<file path="config.mk">
export PLATFORM = sky130hd
export DESIGN_NAME = resource_slot_load_balancer_core_flat
export DESIGN_NICKNAME = d
export VERILOG_FILES = /design/src/design/rslb_pkg.sv /design/src/design/rslb_if.sv /design/src/design/rslb_div.sv /design/src/design/resource_slot_load_balancer_core.sv /design/src/flat_wrapper.sv
export SDC_FILE = /design/constraint.sdc
export NUM_CORES = 2
export LEC_CHECK = 0
export BUFFER_PORTS_ARGS = -buffer_cell sky130_fd_sc_hd__buf_4
export CORE_ASPECT_RATIO = 2
export CORE_UTILIZATION = 50
export CTS_CLUSTER_SIZE = 14
export DETAILED_ROUTE_END_ITERATION = 16
export GPL_TIMING_DRIVEN = 0
export PLACE_DENSITY = 0.66
export SYNTH_ARGS = -nofsm -noshare
export SYNTH_HDL_FRONTEND = slang
export SYNTH_HIERARCHICAL = 1
export SYNTH_SLANG_ARGS = --single-unit
export TNS_END_PERCENT = 100
</file>
<file path="constraint.sdc">
create_clock -name i_clk -period 17.95 [get_ports i_clk]
set_input_delay 4.4875 -clock i_clk [delete_from_list [all_inputs] [get_ports i_clk]]
set_output_delay 4.4875 -clock i_clk [all_outputs]
set_load 0.01 [all_outputs]
</file>
<file path="src/design/rslb_pkg.sv">
// ----------------------------------------------------------------------------
// rslb_pkg
// Shared types, sizes and codes for the resource slot load balancer.
// ----------------------------------------------------------------------------
package rslb_pkg;

    localparam int MaxSlots  = 16;
    localparam int SlotBits  = 4;
    localparam int CoordBits = 8;
    localparam int FracBits  = 16;
    localparam int CountBits = 16;
    localparam int IdBits    = 16;
    localparam int ScoreBits = 40;
    localparam int DistBits  = CoordBits + 2;           // Manhattan plus one, no-neighbor mark
    localparam int NumBits   = CountBits + FracBits;    // dividend width
    localparam int PenBits   = NumBits + SlotBits;      // penalty sum width
    localparam int SqBits    = 2 * CoordBits + 1;       // squared distance

    localparam logic [DistBits-1:0]  NoNeighbor = DistBits'(1) << (CoordBits + 1);
    localparam logic [CountBits-1:0] CountMax   = '1;
    localparam logic [ScoreBits-1:0] ScoreMax   = '1;

    typedef enum logic [1:0] {
        ACT_LOAD = 2'd0,
        ACT_INC  = 2'd1,
        ACT_BEST = 2'd2,
        ACT_NEAR = 2'd3
    } t_action;

    typedef enum logic {
        REG_LOAD_WEIGHT = 1'b0,
        REG_PENALTY_WEIGHT = 1'b1
    } t_reg_index;

    // divider request / response
    typedef struct packed {
        logic                start;
        logic [NumBits-1:0]  num;
        logic [DistBits-1:0] den;
    } t_div_req;

    typedef struct packed {
        logic               done;
        logic [NumBits-1:0] quo;
    } t_div_rsp;

endpackage

</file>
<file path="src/design/rslb_if.sv">
// ----------------------------------------------------------------------------
// rslb_in_if / rslb_out_if
// Valid/ready channels carrying request and result beats.
// ----------------------------------------------------------------------------
interface rslb_in_if;
    import rslb_pkg::*;
    logic                 valid;
    logic                 ready;
    logic [1:0]           action;
    logic [3:0]           slot_index;
    logic [15:0]          node_id;
    logic [7:0]           coord_x;
    logic [7:0]           coord_y;
    modport source (output valid, action, slot_index, node_id, coord_x, coord_y,
                    input ready);
    modport sink   (input valid, action, slot_index, node_id, coord_x, coord_y,
                    output ready);
endinterface

interface rslb_out_if;
    logic         valid;
    logic         ready;
    logic         status;
    logic [3:0]   chosen_slot;
    logic [15:0]  chosen_id;
    logic [39:0]  chosen_score;
    modport source (output valid, status, chosen_slot, chosen_id, chosen_score,
                    input ready);
    modport sink   (input valid, status, chosen_slot, chosen_id, chosen_score,
                    output ready);
endinterface

</file>
<file path="src/design/rslb_div.sv">
// ----------------------------------------------------------------------------
// rslb_div
// Restoring divider, one quotient bit per cycle, truncating.
// ----------------------------------------------------------------------------
module rslb_div
    import rslb_pkg::*;
(
    input  logic     i_clk,
    input  logic     i_rst_n,
    input  t_div_req i_req,
    output t_div_rsp o_rsp
);

    localparam int CntBits = $clog2(NumBits + 1);

    logic [NumBits-1:0]  r_quo, n_quo;
    logic [DistBits:0]   r_rem, n_rem;
    logic [DistBits-1:0] r_den;
    logic [CntBits-1:0]  r_cnt, n_cnt;
    logic                r_busy, n_busy;
    logic                r_done, n_done;
    logic [DistBits:0]   w_trial;

    // shift in next dividend bit and try a subtract
    always_comb begin
        n_quo  = r_quo;
        n_rem  = r_rem;
        n_cnt  = r_cnt;
        n_busy = r_busy;
        n_done = 1'b0;
        w_trial = {r_rem[DistBits-1:0], r_quo[NumBits-1]};
        if (i_req.start) begin
            n_quo  = i_req.num;
            n_rem  = '0;
            n_cnt  = CntBits'(NumBits);
            n_busy = 1'b1;
        end else if (r_busy) begin
            if (w_trial >= {1'b0, r_den}) begin
                n_rem = w_trial - {1'b0, r_den};
                n_quo = {r_quo[NumBits-2:0], 1'b1};
            end else begin
                n_rem = w_trial;
                n_quo = {r_quo[NumBits-2:0], 1'b0};
            end
            n_cnt = r_cnt - 1'b1;
            if (r_cnt == CntBits'(1)) begin
                n_busy = 1'b0;
                n_done = 1'b1;
            end
        end
    end

    always_ff @(posedge i_clk) begin
        if (!i_rst_n) begin
            r_busy <= 1'b0;
            r_done <= 1'b0;
            r_cnt  <= '0;
        end else begin
            r_busy <= n_busy;
            r_done <= n_done;
            r_cnt  <= n_cnt;
        end
        r_quo <= n_quo;
        r_rem <= n_rem;
        if (i_req.start) begin
            r_den <= i_req.den;
        end
    end

    assign o_rsp.done = r_done;
    assign o_rsp.quo  = r_quo;

endmodule

</file>
<file path="src/design/resource_slot_load_balancer_core.sv">
// ----------------------------------------------------------------------------
// resource_slot_load_balancer_core
// Slot table with load, increment, nearest and best-score selection.
// ----------------------------------------------------------------------------
// Usage: requests arrive on the in channel (action, slot_index, node_id,
// coord_x, coord_y); each accepted beat yields exactly one result beat on the
// out channel (status, chosen_slot, chosen_id, chosen_score). The block takes
// one request at a time: in.ready is high only when idle and no result waits.
// Load and increment pass through the output state to the result. Nearest walks
// the slots one per cycle through one squared-distance unit.
// Best walks the slot pairs of each valid slot; each used pair goes through
// a shared restoring divider, plus a skip or a scoring pass per slot.
// Configuration writes (load_weight index 0, penalty_weight index 1) are to be
// made while idle; the block does not enforce it. Reset clears valid bits and
// counts and sets weights to 1 and 6. A stalled result is held in the output
// register, and no request is accepted until it is taken.
// ----------------------------------------------------------------------------
module resource_slot_load_balancer_core
    import rslb_pkg::*;
(
    input  logic        i_clk,
    input  logic        i_rst_n,
    rslb_in_if.sink     in_ch,
    rslb_out_if.source  out_ch,
    input  logic        i_cfg_we,
    input  logic        i_cfg_index,
    input  logic [3:0]  i_cfg_data
);

    typedef enum logic [7:0] {
        ST_IDLE  = 8'b0000_0001,
        ST_NEAR  = 8'b0000_0010,
        ST_PAIR  = 8'b0000_0100,
        ST_DIV   = 8'b0000_1000,
        ST_MUL   = 8'b0001_0000,
        ST_CMP   = 8'b0010_0000,
        ST_OUT   = 8'b0100_0000,
        ST_ACC   = 8'b1000_0000
    } t_state;

    t_state r_state;
    logic [3:0] r_lw, r_pw;
    logic [MaxSlots-1:0]  r_valid;
    logic [IdBits-1:0]    r_node [MaxSlots];
    logic [CoordBits-1:0] r_x    [MaxSlots];
    logic [CoordBits-1:0] r_y    [MaxSlots];
    logic [CountBits-1:0] r_cnt  [MaxSlots];

    logic [CoordBits-1:0] r_qx, r_qy;
    logic [SlotBits-1:0]  r_s, r_o;
    logic                 r_found;
    logic [SlotBits-1:0]  r_best;
    logic [SqBits-1:0]    r_bd;
    logic [ScoreBits-1:0] r_bscore;
    logic [DistBits-1:0]  r_bdist;
    logic [PenBits-1:0]   r_pen;
    logic [DistBits-1:0]  r_mind;
    logic [ScoreBits-1:0] r_score;
    logic                 r_ovalid, r_status;
    logic [SlotBits-1:0]  r_oslot;
    logic [IdBits-1:0]    r_oid;
    logic [ScoreBits-1:0] r_oscore;

    t_div_req w_req;
    t_div_rsp w_rsp;

    rslb_div u_div (.i_clk(i_clk), .i_rst_n(i_rst_n), .i_req(w_req), .o_rsp(w_rsp));

    // shared distance unit: current slot against query or pair slot
    logic [CoordBits-1:0] w_ax, w_ay, w_bx, w_by, w_dx, w_dy;
    logic [DistBits-1:0]  w_man;
    logic [SqBits-1:0]    w_sq;
    always_comb begin
        w_ax = r_x[r_s];
        w_ay = r_y[r_s];
        w_bx = (r_state == ST_NEAR) ? r_qx : r_x[r_o];
        w_by = (r_state == ST_NEAR) ? r_qy : r_y[r_o];
        w_dx = (w_ax > w_bx) ? w_ax - w_bx : w_bx - w_ax;
        w_dy = (w_ay > w_by) ? w_ay - w_by : w_by - w_ay;
        w_man = DistBits'(w_dx) + DistBits'(w_dy);
        w_sq = SqBits'(w_dx) * SqBits'(w_dx) + SqBits'(w_dy) * SqBits'(w_dy);
    end

    assign w_req.start = (r_state == ST_PAIR) && r_valid[r_o] && (r_o != r_s)
                         && (r_cnt[r_o] != '0);
    assign w_req.num   = {r_cnt[r_o], FracBits'(0)};
    assign w_req.den   = w_man + 1'b1;

    // score terms: combinational products and sum, saturated when registered
    logic [CountBits+3:0]         w_load_prod;
    logic [PenBits+3:0]           w_pen_prod;
    logic [ScoreBits+PenBits-1:0] w_sum;
    assign w_load_prod = r_lw * r_cnt[r_s];
    assign w_pen_prod  = r_pw * r_pen;
    assign w_sum = (ScoreBits + PenBits)'({w_load_prod, FracBits'(0)})
                 + (ScoreBits + PenBits)'(w_pen_prod);

    logic w_take;
    always_comb begin
        priority if (!r_found || r_score < r_bscore) w_take = 1'b1;
        else if (r_score == r_bscore && r_mind > r_bdist) w_take = 1'b1;
        else if (r_score == r_bscore && r_mind == r_bdist
                 && r_node[r_s] < r_node[r_best]) w_take = 1'b1;
        else w_take = 1'b0;
    end

    assign in_ch.ready      = (r_state == ST_IDLE) && !r_ovalid;
    assign out_ch.valid     = r_ovalid;
    assign out_ch.status    = r_status;
    assign out_ch.chosen_slot  = r_oslot;
    assign out_ch.chosen_id    = r_oid;
    assign out_ch.chosen_score = r_oscore;

    logic w_last_s;
    assign w_last_s = (r_s == SlotBits'(MaxSlots - 1));

    // sequencer
    always_ff @(posedge i_clk) begin
        if (!i_rst_n) begin
            r_state  <= ST_IDLE;
            r_valid  <= '0;
            r_lw     <= 4'd1;
            r_pw     <= 4'd6;
            r_ovalid <= 1'b0;
            for (int i = 0; i < MaxSlots; i++) r_cnt[i] <= '0;
        end else begin
            if (out_ch.valid && out_ch.ready) r_ovalid <= 1'b0;
            if (i_cfg_we) begin
                unique case (t_reg_index'(i_cfg_index))
                    REG_LOAD_WEIGHT:    r_lw <= i_cfg_data;
                    REG_PENALTY_WEIGHT: r_pw <= i_cfg_data;
                    default: ;
                endcase
            end
            unique case (r_state)
                ST_IDLE: begin
                    if (in_ch.valid && in_ch.ready) begin
                        r_qx <= in_ch.coord_x;
                        r_qy <= in_ch.coord_y;
                        r_s <= '0;
                        r_o <= '0;
                        r_found <= 1'b0;
                        r_pen <= '0;
                        r_mind <= NoNeighbor;
                        r_oscore <= '0;
                        unique case (t_action'(in_ch.action))
                            ACT_LOAD: begin
                                r_valid[in_ch.slot_index] <= 1'b1;
                                r_node[in_ch.slot_index] <= in_ch.node_id;
                                r_x[in_ch.slot_index] <= in_ch.coord_x;
                                r_y[in_ch.slot_index] <= in_ch.coord_y;
                                r_cnt[in_ch.slot_index] <= '0;
                                r_status <= 1'b0;
                                r_oslot <= in_ch.slot_index;
                                r_oid <= in_ch.node_id;
                                r_state <= ST_OUT;
                            end
                            ACT_INC: begin
                                if (r_cnt[in_ch.slot_index] != CountMax)
                                    r_cnt[in_ch.slot_index] <= r_cnt[in_ch.slot_index] + 1'b1;
                                r_status <= 1'b0;
                                r_oslot <= in_ch.slot_index;
                                r_oid <= '0;
                                r_state <= ST_OUT;
                            end
                            ACT_NEAR: r_state <= ST_NEAR;
                            ACT_BEST: r_state <= ST_PAIR;
                            default: r_state <= ST_IDLE;
                        endcase
                    end
                end
                ST_NEAR: begin
                    if (r_valid[r_s] && (!r_found || w_sq < r_bd)) begin
                        r_found <= 1'b1;
                        r_best <= r_s;
                        r_bd <= w_sq;
                    end
                    r_s <= r_s + 1'b1;
                    if (w_last_s) r_state <= ST_ACC;
                end
                ST_PAIR: begin
                    if (!r_valid[r_s]) begin
                        r_o <= '0;
                        r_s <= r_s + 1'b1;
                        if (w_last_s) r_state <= ST_ACC;
                    end else if (w_req.start) begin
                        if (w_man < r_mind) r_mind <= w_man;
                        r_state <= ST_DIV;
                    end else begin
                        r_o <= r_o + 1'b1;
                        if (r_o == SlotBits'(MaxSlots - 1)) r_state <= ST_MUL;
                    end
                end
                ST_DIV: begin
                    if (w_rsp.done) begin
                        r_pen <= r_pen + PenBits'(w_rsp.quo);
                        r_o <= r_o + 1'b1;
                        r_state <= (r_o == SlotBits'(MaxSlots - 1)) ? ST_MUL : ST_PAIR;
                    end
                end
                ST_MUL: begin
                    r_score <= (w_sum > (ScoreBits + PenBits)'(ScoreMax))
                               ? ScoreMax : ScoreBits'(w_sum);
                    r_state <= ST_CMP;
                end
                ST_CMP: begin
                    if (w_take) begin
                        r_found <= 1'b1;
                        r_best <= r_s;
                        r_bscore <= r_score;
                        r_bdist <= r_mind;
                    end
                    r_pen <= '0;
                    r_mind <= NoNeighbor;
                    r_o <= '0;
                    r_s <= r_s + 1'b1;
                    r_state <= w_last_s ? ST_ACC : ST_PAIR;
                end
                ST_ACC: begin
                    // finish query, best score only when scoring ran
                    r_status <= !r_found;
                    r_oslot <= r_found ? r_best : '0;
                    r_oid <= r_found ? r_node[r_best] : '0;
                    r_oscore <= r_found ? r_bscore : '0;
                    r_state <= ST_OUT;
                end
                ST_OUT: begin
                    r_ovalid <= 1'b1;
                    r_state <= ST_IDLE;
                end
                default: r_state <= ST_IDLE;
            endcase
            // nearest never sets a best score
            if (r_state == ST_IDLE && in_ch.valid && in_ch.ready) r_bscore <= '0;
        end
    end

endmodule

</file>
<file path="src/flat_wrapper.sv">
// flat-port wrapper written by rule: the top's interface ports become plain ports
module resource_slot_load_balancer_core_flat import rslb_pkg::*;
  (i_clk, i_rst_n, i_cfg_we, i_cfg_index, i_cfg_data, in_ch_valid, in_ch_action, in_ch_slot_index, in_ch_node_id, in_ch_coord_x, in_ch_coord_y, in_ch_ready, out_ch_valid, out_ch_status, out_ch_chosen_slot, out_ch_chosen_id, out_ch_chosen_score, out_ch_ready);
  rslb_in_if in_ch_i ();
  rslb_out_if out_ch_i ();
  input  logic i_clk;
  input  logic i_rst_n;
  input  logic i_cfg_we;
  input  logic i_cfg_index;
  input  logic [3:0] i_cfg_data;
  input wire logic [$bits(in_ch_i.valid)-1:0] in_ch_valid;
  input wire logic [$bits(in_ch_i.action)-1:0] in_ch_action;
  input wire logic [$bits(in_ch_i.slot_index)-1:0] in_ch_slot_index;
  input wire logic [$bits(in_ch_i.node_id)-1:0] in_ch_node_id;
  input wire logic [$bits(in_ch_i.coord_x)-1:0] in_ch_coord_x;
  input wire logic [$bits(in_ch_i.coord_y)-1:0] in_ch_coord_y;
  output wire logic [$bits(in_ch_i.ready)-1:0] in_ch_ready;
  output wire logic [$bits(out_ch_i.valid)-1:0] out_ch_valid;
  output wire logic [$bits(out_ch_i.status)-1:0] out_ch_status;
  output wire logic [$bits(out_ch_i.chosen_slot)-1:0] out_ch_chosen_slot;
  output wire logic [$bits(out_ch_i.chosen_id)-1:0] out_ch_chosen_id;
  output wire logic [$bits(out_ch_i.chosen_score)-1:0] out_ch_chosen_score;
  input wire logic [$bits(out_ch_i.ready)-1:0] out_ch_ready;
  assign in_ch_i.valid = in_ch_valid;
  assign in_ch_i.action = in_ch_action;
  assign in_ch_i.slot_index = in_ch_slot_index;
  assign in_ch_i.node_id = in_ch_node_id;
  assign in_ch_i.coord_x = in_ch_coord_x;
  assign in_ch_i.coord_y = in_ch_coord_y;
  assign in_ch_ready = in_ch_i.ready;
  assign out_ch_valid = out_ch_i.valid;
  assign out_ch_status = out_ch_i.status;
  assign out_ch_chosen_slot = out_ch_i.chosen_slot;
  assign out_ch_chosen_id = out_ch_i.chosen_id;
  assign out_ch_chosen_score = out_ch_i.chosen_score;
  assign out_ch_i.ready = out_ch_ready;
  resource_slot_load_balancer_core u_core (.i_clk(i_clk), .i_rst_n(i_rst_n), .in_ch(in_ch_i), .out_ch(out_ch_i), .i_cfg_we(i_cfg_we), .i_cfg_index(i_cfg_index), .i_cfg_data(i_cfg_data));
endmodule
</file>
### Word level (Yosys, flattened, before mapping)

Memory sizes are Yosys's and may differ from the RTL's. A register that Yosys moved wholly into a read port is not among the register bits.
Index checks and enable logic that the tools add are counted.

* register bits: 336
* RAM bits: 768
* bits of input ports: 48
* output and inout port bits: 63
* memories: 4

Memories
* u_core.r_cnt: words 16, width 16, rd ports 3, clocked after Yosys merged registers in 2, write ports 16, RTL line resource_slot_load_balancer_core.sv:47 `logic [CountBits-1:0] r_cnt [MaxSlots];`
* u_core.r_node: words 16, width 16, rd ports 2, clocked after Yosys merged registers in 2, write ports 1, RTL line resource_slot_load_balancer_core.sv:44 `logic [IdBits-1:0] r_node [MaxSlots];`
* u_core.r_x: words 16, width 8, rd ports 2, clocked after Yosys merged registers in 2, write ports 1, RTL line resource_slot_load_balancer_core.sv:45 `logic [CoordBits-1:0] r_x [MaxSlots];`
* u_core.r_y: words 16, width 8, rd ports 2, clocked after Yosys merged registers in 2, write ports 1, RTL line resource_slot_load_balancer_core.sv:46 `logic [CoordBits-1:0] r_y [MaxSlots];`

* add/subtract/negate cells: 14
* multipliers: 4
* order comparisons: 13
* equality and inequality tests: 30
* muxes and demuxes: 97
* bitwise gates (word level): 5
* reduce and logical (&&, ||, !) cells: 53

Operator list (count)
* two-way mux 40 bit: 4
* one-hot mux 36 bit (3 select lines): 1
* two-way mux 8 bit: 11
* one-hot mux 40 bit (2 select lines): 1
* greater-than comparator 76 x 40 -> 1 bit (second input constant): 1
* two-way mux 4 bit: 19
* two-way mux 36 bit: 2
* two-way mux 16 bit: 4
* two-way mux 32 bit: 2
* one-hot mux 16 bit (2 select lines): 2
* one-hot mux 8 bit (7 select lines): 1
* two-way mux 10 bit: 5
* adder 36 x 40 -> 41 bit: 1
* == test 40 bit: 1
* less-than comparator 40 bit: 1
* multiplier 4 x 36 -> 40 bit: 1
* adder 36 x 32 -> 36 bit: 1
* multiplier 8 x 8 -> 16 bit: 2
* subtractor 8 bit: 4
* two-way mux 1 bit: 31
* one-hot mux 10 bit (3 select lines): 1
* one-hot mux 8 bit (3 select lines): 1
* AND reduction 3 bit: 7
* multiplier 4 x 16 -> 20 bit: 1
* other kinds (61): 111

### Logic depth before layout (Yosys ltp)

* word-level depth: 12
* mapped depth: 52
* depth with buffers taken out: 48

### Hierarchy

Netlist, hierarchy kept.

By module, submodules not included
* resource_slot_load_balancer_core: times used 1, cells each 4601, area each 64679.5 um^2
* rslb_div: times used 1, cells each 246, area each 3011.6 um^2

### Worst setup path before layout

No wires, ideal clock.

* path type: register to register
* start point: reg with a tool-made name
* end point: reg u_core.r_bd[0], enable pin
* setup time: 413 ps
* data arrival time: 12483 ps
* path slack: 5054 ps
* stages on the path, launching flop included: 48
* path buffers: 5
* cell sequence: dfxtp_1 -> buf_2 -> buf_2 -> clkbuf_1 -> buf_1 -> mux4_2 -> mux4_2 -> mux2i_1 -> inv_1 -> ha_1 -> fa_1 -> nand3b_1 -> a21oi_1 -> o32ai_2 -> clkbuf_1 -> o21ai_0 -> nor2_1 -> o21ai_0 -> [... 12 more ...] -> inv_1 -> ha_1 -> inv_1 -> o21ai_0 -> a21oi_1 -> o21ai_0 -> a21oi_1 -> o21ai_0 -> or4_1 -> nand3_1 -> xnor2_1 -> ha_1 -> a21o_1 -> a21o_1 -> a21oi_1 -> o221a_2 -> o41ai_1 -> nor3_1

RTL lines
* end signal, assigned: RTL line resource_slot_load_balancer_core.sv:176 `r_bd <= w_sq;`
* end, declared: RTL line resource_slot_load_balancer_core.sv:53 `logic [SqBits-1:0] r_bd;`

==> flow_metrics.env <==
export IMPL_antenna_left=0
export IMPL_vias=44000
export IMPL_first_iter_violations=3907
export IMPL_cts_tree="yes"
export IMPL_cts_setup_buffers=0
export IMPL_finClkSkew_ns=0.0343
export IMPL_gr_usage_all_layers_pct=30.5
export IMPL_tns_ns=0
export IMPL_wl_per_cell_um=29.6
export IMPL_avgSynthCellArea_sq_um=14.0
export IMPL_drive_above_1_share_pct=19.5
export IMPL_r2r_slack_ns=2.48
export IMPL_hold_class="register to register"
export IMPL_ys_warn_count=6
export IMPL_critical_path_class="register to register"
export IMPL_status="finished with violations"
export IMPL_first_global_vias=46800
export IMPL_synth_top_cell_area_share_pct=46.7
export IMPL_crit_path_start_kind="register"
export IMPL_antenna_found_initial=5
export IMPL_initial_core_util_pct=50.5
export IMPL_end_kind="register"
export IMPL_async_flop_share_pct=0
export IMPL_syn_area_sq_mm=0.0677
export IMPL_synth_cell_types=97
export IMPL_worstHoldStart="u_core/r_s[2]$_DFFE_PP_"
export IMPL_clkTransAtPathRegs_ns=0.07
export IMPL_fin_crit_sh_pct=86.2
export IMPL_critical_path_required_ns=18.55
export IMPL_portBuffers=107
export IMPL_place_hpwl_um=150000
export IMPL_first_pass_iters=7
export IMPL_pin_count=111
export IMPL_arrival_ns=16.07
export IMPL_max_stage_delay_ns=0.86
export IMPL_fin_hold_ws_ns=0.457
export IMPL_core_area_sq_mm=0.134
export IMPL_wl_um=205000
export IMPL_fill_cells=10900
export IMPL_cts_buffer_depth=3
export IMPL_cts_root_buf="clkbuf_16"
export IMPL_routed_via_density=6.37
export IMPL_cp_max_fo=10
export IMPL_reg2reg_depth=46
export IMPL_cts_made_buffers=100
export IMPL_drc=0
export IMPL_gp_congestion=0.981
export IMPL_hold_violations=0
export IMPL_fin_nets=5663
export IMPL_netlist_top_cells_area="edfxtp_1 47%, mux4_2 18%, fa_1 5.9%"
export IMPL_die_h_um=522
export IMPL_overflow=0
export IMPL_grt_pass1_wl_um=296000
export IMPL_synth_seq_cells=1116
export IMPL_slew_viol_final=11
export IMPL_ctsHoldBuffers=0
export IMPL_tightest_slew_ns=1.53
export IMPL_cp_slowest_cell="clkbuf_1"
export IMPL_clock_latency_ns=0.74
export IMPL_post_cts_resized=0
export IMPL_seq_area_frac_synth_pct=48.6
export IMPL_worst_hold_path_endpoint="u_core/r_best[2]$_DFFE_PP_"
export IMPL_clock_fmax_mhz=64.7
export IMPL_violations="capacitance limit, slew limit"
export IMPL_period_minus_slack_ns=15.47
export IMPL_setup_viol=0
export IMPL_synth_edf_count=1053
export IMPL_die_area_sq_mm=0.137
export IMPL_grt_start_max_net_pins=41
export IMPL_numClockSinks=1116
export IMPL_syn2layout_area_growth_pct=10.2
export IMPL_rows=190
export IMPL_yosys_area_top_type="edfxtp_1"
export IMPL_die_w_um=262
export IMPL_min_path_cells=0
export IMPL_syn_inst=4847
export IMPL_cap_violations=1
export IMPL_rsz0062_at_grt="false"
export IMPL_post_route_util_pct=55.7
export IMPL_synth_flop_cell="edfxtp_1"
export IMPL_h_tree_depth=3
export IMPL_max_slew_margin_pct=-2.24
critical path, delay by kind of cell, from the launching register on:
family	cells	cell delay, ns
buffers and inverters	11	4.48
adders and majority gates	9	3.83
AOI/OAI and AO/OA	11	2.70
and+or+nand+nor	9	1.75
muxes	4	1.45
xor gates and xnor gates	2	0.74
DFF	1	0.34
placed cells by master, fill, tap and decap left out, drive strengths merged, types with 35 or more instances in the layout:
cell type	n
mux4	569
o21ai	87
nor2b	44
a21o	92
a21oi	125
nor3	75
xor2	65
nand2b	39
nand3	64
and2	135
nand2	328
clkbuf	299
nor2	441
edfxtp	1053
xnor2	79
fa	199
buf	223
ha	312
mux2	46
clkinv	35
inv	480
dfxtp	63
logic make-up after synthesis:
family,share of synthesized area (%)
multiplexers,20.3
buffers and inverters,4.29
AND/OR/NAND/NOR,8.60
adder cells (fa/ha/maj),11.7
flip-flops,48.6
XOR/XNOR,1.86
other,0.00554
AO/OA/AOI/OAI,4.65
cell usage after synthesis (all sizes together) (6+ instances only):
cell type,instances
a211oi,14
a21boi,12
a21o,92
a21oi,125
a22o,20
a311oi,6
a31oi,11
and2,135
and3,26
buf,86
clkbuf,164
dfxtp,63
edfxtp,1053
fa,199
ha,312
inv,473
mux2,46
mux2i,31
mux4,569
nand2,328
nand2b,39
nand3,64
nand3b,13
nand4,24
nor2,441
nor2b,44
nor3,75
nor3b,10
nor4,8
o211ai,8
o21a,23
o21ai,87
o21bai,13
o22ai,6
o31ai,10
or2,11
or3,7
xnor2,79
xor2,65
worst max path at each step:
stage	end	start	slack [ns]
after floorplan	u_core/r_bd[0]$_DFFE_PP_	register	5.05
after global placement	u_core/r_bd[3]$_DFFE_PP_	register	1.58
after detailed placement	u_core/r_best[0]$_DFFE_PP_	register	2.69
after CTS	register	register	2.63
after global routing	register	register	1.83
final	register	register	2.48
cell type report:
type                       count  area, sq um  area share [%]
buffer                       250         1140            1.53
sequential                  1116        32900            44.1
antenna                        4         10.0          0.0134
timing repair buffer         140         1460            1.95
inverter                     474         1780            2.38
clock inverter                46          393           0.527
multi-input combinational   3022        32100            43.1
clock buffer                 132         2660            3.57
tap                         1728         2160            2.90
per-layer routing:
| metal | global-route usage [%] | vias up | wire (um) |
|---|---|---|---|
| met2 | 55.2 | 2162 | 109000 |
| met1 | 29.2 | 22400 | 60300 |
| met4 | 27.2 | 6 | 21900 |
| met5 | 0 | - | 40 |
| met3 | 5.06 | 949 | 13700 |
| li1 | - | 18600 | - |
sequential cells by signal (all words and copies together), names as in the netlist, 16 cells and up, named ones only:
name	flops
u_core/r_node	256
u_core/out_ch.chosen_score	40
u_core/r_x	128
u_core/r_y	128
u_core/r_cnt	256
u_core/r_valid	16
u_core/u_div/r_quo	32
u_core/r_bscore	40
u_core/r_pen	36
u_core/r_bd	17
u_core/r_score	40
u_core/out_ch.chosen_id	16
per-stage QoR:
stage	cell area [sq um]	setup WS, ns	cells
3_3_place_gp	70700	1.58	6697
5_1_grt	74600	1.83	6909
4_1_cts	74600	2.63	6906
6_report	74600	2.48	6912
3_5_place_dp	71500	2.69	6728
2_1_floorplan	67700	5.05	4862
Power is left out: the tool's default activity adds up to more than one toggle a clock period on the data nets, which glitch-free logic cannot reach.
